`src/rtl/fbde_pkg.sv`:
```
// shared constants, codes and types of the page framebuffer draw engine
package fbde_pkg;

  // screen and store geometry
  localparam int SCREEN_WIDTH  = 128;
  localparam int SCREEN_HEIGHT = 64;
  localparam int STORE_BYTES   = 1024;

  // page layout: eight rows per byte
  localparam int PAGE_ROWS  = 8;
  localparam int PAGE_SHIFT = 3;
  localparam int PAGES      = (SCREEN_HEIGHT + PAGE_ROWS - 1) / PAGE_ROWS;

  // port widths fixed by the command format
  localparam int KIND_W     = 3;
  localparam int COORD_IN_W = 16;
  localparam int READ_IDX_W = 10;
  localparam int DATA_W     = 8;

  // internal widths
  localparam int MAX_DIM = (SCREEN_WIDTH > SCREEN_HEIGHT) ? SCREEN_WIDTH : SCREEN_HEIGHT;
  localparam int COORD_W = $clog2(MAX_DIM + 1);
  localparam int ADDR_W  = $clog2(STORE_BYTES);
  localparam int PLOT_W  = $clog2(PAGES * SCREEN_WIDTH + 1);
  localparam int STORE_W = $clog2(STORE_BYTES + 1);
  localparam int IDX_A   = (PLOT_W > STORE_W) ? PLOT_W : STORE_W;
  localparam int IDX_W   = ((IDX_A > READ_IDX_W) ? IDX_A : READ_IDX_W) + 1;

  // command kinds
  localparam logic [KIND_W-1:0] KIND_PIXEL = 3'd0;
  localparam logic [KIND_W-1:0] KIND_HRUN  = 3'd1;
  localparam logic [KIND_W-1:0] KIND_VRUN  = 3'd2;
  localparam logic [KIND_W-1:0] KIND_CLEAR = 3'd3;
  localparam logic [KIND_W-1:0] KIND_READ  = 3'd4;

  // memory operation codes from the sequencer
  localparam logic [1:0] OP_NONE  = 2'd0;
  localparam logic [1:0] OP_PLOT  = 2'd1;
  localparam logic [1:0] OP_CLEAR = 2'd2;
  localparam logic [1:0] OP_READ  = 2'd3;

  // one memory operation per cycle from the sequencer to the datapath
  typedef struct packed {
    logic [1:0]         code;
    logic [COORD_W-1:0] x;
    logic [COORD_W-1:0] y;
    logic               on;
    logic [ADDR_W-1:0]  addr;
    logic               beyond;
  } mem_op_t;

endpackage

```
`src/rtl/fbde_seq.sv`:
```
// command sequencer: clips runs, walks pixels, sweeps clears, issues reads
module fbde_seq (
  input  logic                                clk,
  input  logic                                rst,
  input  logic                                start,
  output logic                                busy,
  input  logic [fbde_pkg::KIND_W-1:0]         kind,
  input  logic signed [fbde_pkg::COORD_IN_W-1:0] x,
  input  logic signed [fbde_pkg::COORD_IN_W-1:0] y,
  input  logic signed [fbde_pkg::COORD_IN_W-1:0] length,
  input  logic                                pixel_on,
  input  logic [fbde_pkg::READ_IDX_W-1:0]     read_index,
  output fbde_pkg::mem_op_t                   op
);
  import fbde_pkg::*;

  localparam int SW = COORD_IN_W + 1;
  localparam logic signed [SW-1:0] WIDTH_S  = SW'(SCREEN_WIDTH);
  localparam logic signed [SW-1:0] HEIGHT_S = SW'(SCREEN_HEIGHT);
  localparam logic [ADDR_W-1:0]    LAST_ADDR = ADDR_W'(STORE_BYTES - 1);

  localparam logic [1:0] S_IDLE  = 2'd0;
  localparam logic [1:0] S_CLEAR = 2'd1;
  localparam logic [1:0] S_RUN   = 2'd2;
  localparam logic [1:0] S_READ  = 2'd3;

  logic [1:0]               state;
  logic [ADDR_W-1:0]        cnt;
  logic                     phase;
  logic [COORD_W-1:0]       cur;
  logic [COORD_W-1:0]       hi;
  logic [COORD_W-1:0]       fixed;
  logic                     horiz;
  logic                     on;
  logic [READ_IDX_W-1:0]    rd_idx;

  logic                     horiz_cmd;
  logic signed [SW-1:0]     run_start;
  logic signed [SW-1:0]     run_fix;
  logic signed [SW-1:0]     run_len;
  logic signed [SW-1:0]     run_end;
  logic signed [SW-1:0]     run_lim;
  logic signed [SW-1:0]     fix_lim;
  logic signed [SW-1:0]     lo_s;
  logic signed [SW-1:0]     hi_s;
  logic                     run_ok;
  logic [COORD_W-1:0]       cur_inc;

  assign busy    = (state != S_IDLE);
  assign cur_inc = cur + COORD_W'(1);

  // clip a run to the screen; a single pixel is a horizontal run of one
  always_comb begin
    horiz_cmd = (kind != KIND_VRUN);
    run_start = horiz_cmd ? SW'(x) : SW'(y);
    run_fix   = horiz_cmd ? SW'(y) : SW'(x);
    run_lim   = horiz_cmd ? WIDTH_S : HEIGHT_S;
    fix_lim   = horiz_cmd ? HEIGHT_S : WIDTH_S;
    run_len   = (kind == KIND_PIXEL) ? SW'(1) : SW'(length);
    run_end   = run_start + run_len;
    lo_s      = (run_start < 0) ? '0 : run_start;
    hi_s      = (run_end > run_lim) ? run_lim : run_end;
    run_ok    = (run_fix >= 0) && (run_fix < fix_lim) && (run_len > 0) && (lo_s < hi_s);
  end

  // sequencer state
  always_ff @(posedge clk) begin
    if (rst) begin
      state <= S_CLEAR;
      cnt   <= '0;
      phase <= 1'b0;
    end else begin
      unique case (state)
        S_IDLE: begin
          if (start) begin
            priority case (kind)
              KIND_PIXEL, KIND_HRUN, KIND_VRUN: begin
                if (run_ok) begin
                  state <= S_RUN;
                  phase <= 1'b0;
                  cur   <= COORD_W'(lo_s);
                  hi    <= COORD_W'(hi_s);
                  fixed <= COORD_W'(run_fix);
                  horiz <= horiz_cmd;
                  on    <= pixel_on;
                end
              end
              KIND_CLEAR: begin
                state <= S_CLEAR;
                cnt   <= '0;
              end
              KIND_READ: begin
                state  <= S_READ;
                rd_idx <= read_index;
              end
              default: begin
              end
            endcase
          end
        end
        S_CLEAR: begin
          cnt <= cnt + ADDR_W'(1);
          if (cnt == LAST_ADDR) begin
            state <= S_IDLE;
          end
        end
        S_RUN: begin
          phase <= ~phase;
          if (!phase) begin
            cur <= cur_inc;
            if (cur_inc == hi) begin
              state <= S_IDLE;
            end
          end
        end
        S_READ: begin
          state <= S_IDLE;
        end
        default: begin
          state <= S_IDLE;
        end
      endcase
    end
  end

  // memory operation for this cycle; during a run, plots alternate with empty operations
  always_comb begin
    op = '0;
    unique case (state)
      S_CLEAR: begin
        op.code = OP_CLEAR;
        op.addr = cnt;
      end
      S_RUN: begin
        if (!phase) begin
          op.code = OP_PLOT;
          op.x    = horiz ? cur : fixed;
          op.y    = horiz ? fixed : cur;
          op.on   = on;
        end
      end
      S_READ: begin
        op.code   = OP_READ;
        op.addr   = ADDR_W'(rd_idx);
        op.beyond = (IDX_W'(rd_idx) >= IDX_W'(STORE_BYTES));
      end
      default: begin
      end
    endcase
  end

endmodule

```
`config.mk`:
```
export PLATFORM = sky130hd
export DESIGN_NAME = fbde_seq
export DESIGN_NICKNAME = d
export VERILOG_FILES = /design/src/rtl/fbde_pkg.sv /design/src/rtl/fbde_seq.sv
export SDC_FILE = /design/constraint.sdc
export NUM_CORES = 1
export LEC_CHECK = 0
export BUFFER_PORTS_ARGS = -buffer_cell sky130_fd_sc_hd__buf_2
export CORE_ASPECT_RATIO = 0.75
export CORE_MARGIN = 5
export CORE_UTILIZATION = 62
export CTS_BUF_LIST = sky130_fd_sc_hd__clkbuf_8
export DETAILED_ROUTE_END_ITERATION = 10
export GPL_TIMING_DRIVEN = 0
export PLACE_DENSITY = 0.89
export SETUP_SLACK_MARGIN = 0.3
export SYNTH_ARGS = -nofsm -noshare
export SYNTH_HDL_FRONTEND = slang
export SYNTH_SLANG_ARGS = --single-unit
export TNS_END_PERCENT = 50
```
`constraint.sdc`:
```
create_clock -name clk -period 25.5 [get_ports clk]
set_input_delay 6.375 -clock clk [delete_from_list [all_inputs] [get_ports clk]]
set_output_delay 6.375 -clock clk [all_outputs]
set_load 0.05 [all_outputs]
```
==> reports/results.ini <==
[status]
outcome=completed

[worst_setup_path]
cp.required_ns=25.44
criticalPathCategory=in -> reg
cp-start-kind=input pin
crit_cells=32
crit_slowest_cell=nor2_2
ff2ff_setup_slack_ns=23.09
r2r-start=cur[0]
reg2regPathDepth=8
crit_path_end_kind=flip-flop
crit_end=on
r2r_end=state[1]
crit_path_max_fanout=18
crit_buf_inv=5
max_stage_delay_ns=0.77
path_delay_family=simple AND/OR/NAND/NOR gates
arrival_ns=14.65
cp-startpoint=kind[1]

[yosys]
netlist-cell-type-count=66
ys_async_sr_fraction=0
yosys_warnings=0
synth-seq-cells=49
yosys_most_used_dff=edfxtp_1
ys_seq_area_frac=0.2924
synth.cell_area_um2=4587
syn_nets=669
synth-edff-count=36
avgSynthCellArea_um2=8.047
synth_cells=570

[floorplan]
pin_count=96
die_y_um=84.49
initial_core_util=0.6315
die-area_um2=9236
die_w_um=109.3
num_rows=27
coreArea_um2=7263

[routing]
antenna_left=0
dr.pass1.iters=5
via_per_inst=6.021
vias=4648
wl_per_cell_um=17.39
routed_wl_mm=13.42
initialDrtViolationCount=484
remaining_drc_errors=0

[global_route]
grt_use_total=0.2884
grt_overflow=0
grt_pass1_wl_mm=21.18
grt_max_degree=19
antenna_found_initial=1
grt_pass1_vias=4411

[sta]
max_freq_mhz=67.95
timing.max_slew.rel_slack=0.3809
hold_viol=0
tightest_slew_ns=0.9277
rsz0062_at_grt=false
finalCritPeriodShare=0.5771
setup-violations-final=0
setup_tns_ns=0
drv_slew=0
finalClockSkew_ns=0.008941
period_minus_slack_ns=14.72

[finish]
area_growth_pct=14.89
nNetsFinal=769
finalNonFillerCells=772
final_common_cell=nand2_1
fillCellCount=571
n_antenna_cell=0
drive_above_1_share=0.1699
layout_common_cells=99 x nand2_1, 94 x buf_2, 67 x nor2_1

[place]
gp_congestion=0.9216
port_buffers=93
dp_hpwl_mm=10.75
dpl.cell_count=764

[clocking]
cts_hold_buf=0
cts_root_buf=clkbuf_8
cts_resized=0
clk-insertion-delay-late_ns=0.30
path_clk_slew_ns=0.09
tritoncts=yes
cts_htree_levels=2
numCtsBuffers=5
cts_max_path_buffers=2
post_cts_buffers=0
clock-sinks=49

[hold_path]
hold_class=reg -> reg

[power_and_ir_drop]
vdd_drop_max_mv=0.03202
p_leak_uw=0.002236
p_per_area_nw_per_um2=41.78

[run]
drv_cap=0

-- per-stage QoR --
stage	hold WS, ns	cell area (um^2)	util	power [uW]	setup slack (ns)
floorplan	0.4706	4587	-	149.7	11.95
global placement	0.4908	5179	0.7130	171.1	9.828
detailed placement	0.5036	5181	0.7134	173.8	10.18
CTS	0.5150	5265	0.7249	217.7	10.43
global route	0.5500	5270	0.7256	233.7	10.35
finish	0.5203	5270	0.7256	220.2	10.78
-- cell families (layout without fill, tap and decap cells) --
logic type,after synthesis,count (layout),synth area share
simple gates,284,284,0.3020
other cells,1,1,0.0008175
compound gates,99,99,0.1397
xor+xnor,31,31,0.05919
fa+ha+maj,34,34,0.09438
mux,35,35,0.07692
flops,49,49,0.2924
buf+inv,37,138,0.03464
-- how the worst min path moves through the flow --
stage	from	endpoint	slack [ns]	cells past startpoint
2_1_floorplan	cnt[9]	cnt[9]	0.47	2
3_3_place_gp	cnt[9]	cnt[9]	0.49	2
3_5_place_dp	cnt[9]	cnt[9]	0.50	2
4_1_cts	cnt[9]	cnt[9]	0.51	2
5_1_grt	cnt[9]	cnt[9]	0.55	2
6_report	cnt[9]	cnt[9]	0.52	2
-- cell usage after synthesis, drive strengths merged, types with 4 or more instances --
cell / number / area share
nand3: 15 / 0.016
nor4: 9 / 0.012
a31oi: 4 / 0.0055
o22ai: 4 / 0.0055
nand2: 99 / 0.081
o211ai: 7 / 0.011
ha: 33 / 0.090
a21oi: 24 / 0.026
or2: 6 / 0.0087
nor2: 68 / 0.056
clkbuf: 16 / 0.013
xor2: 18 / 0.034
inv: 12 / 0.0098
o21ai: 28 / 0.031
a21o: 5 / 0.0082
dfxtp: 13 / 0.057
xnor2: 13 / 0.025
buf: 8 / 0.011
and3: 4 / 0.0055
o21a: 5 / 0.0082
nor3b: 4 / 0.0065
or3: 5 / 0.0068
nor3: 6 / 0.0065
nand4: 8 / 0.011
mux2i: 33 / 0.072
nand2b: 6 / 0.0082
edfxtp: 36 / 0.24
nor2b: 37 / 0.050
-- power by group --
part | total, uW | internal (uW) | leakage (uW) | switching [uW]
Sequential | 87.8 | 86.8 | 0.000423 | 1.00
Clock | 44.7 | 18.7 | 0.0000467 | 26.0
Combinational | 87.7 | 35.4 | 0.00177 | 52.3
Total | 220 | 141 | 0.00224 | 79.3
-- state kept, by name (all words and copies together) (netlist names) --
name	cells
cur	8
fixed	8
cnt	10
hi	8
horiz	1
rd_idx	10
phase	1
on	1
state	2
-- metal layers --
| metal | GRT usage | share of wire | up-vias |
|---|---|---|---|
| met4 | 0.04870 | 0.0099 | 2 |
| met1 | 0.4169 | 0.43 | 2145 |
| met2 | 0.4438 | 0.44 | 247 |
| met3 | 0.07071 | 0.12 | 15 |
| li1 | - | - | 2239 |
| met5 | 0 | 0.0016 | - |
-- cell type report --
| type | instances | area [um^2] | share of cell area |
|---|---|---|---|
| Timing Repair Buffer | 93 | 465.4 | 0.08832 |
| Multi-Input combinational cell | 484 | 3094 | 0.5871 |
| Clock inverter | 3 | 15.01 | 0.002849 |
| Buffer | 24 | 110.1 | 0.02089 |
| Tap cell | 101 | 126.4 | 0.02398 |
| Inverter | 13 | 48.80 | 0.009259 |
| Sequential cell | 49 | 1341 | 0.2545 |
| Clock buffer | 5 | 68.82 | 0.01306 |
-- tightest hold or removal path, cell delays in order, from the launching register on --
cell and delay, ns:
dfxtp_1 0.34, o21ai_0 0.08, a21oi_1 0.06
No activity file was read; power rests on OpenSTA's default activity.
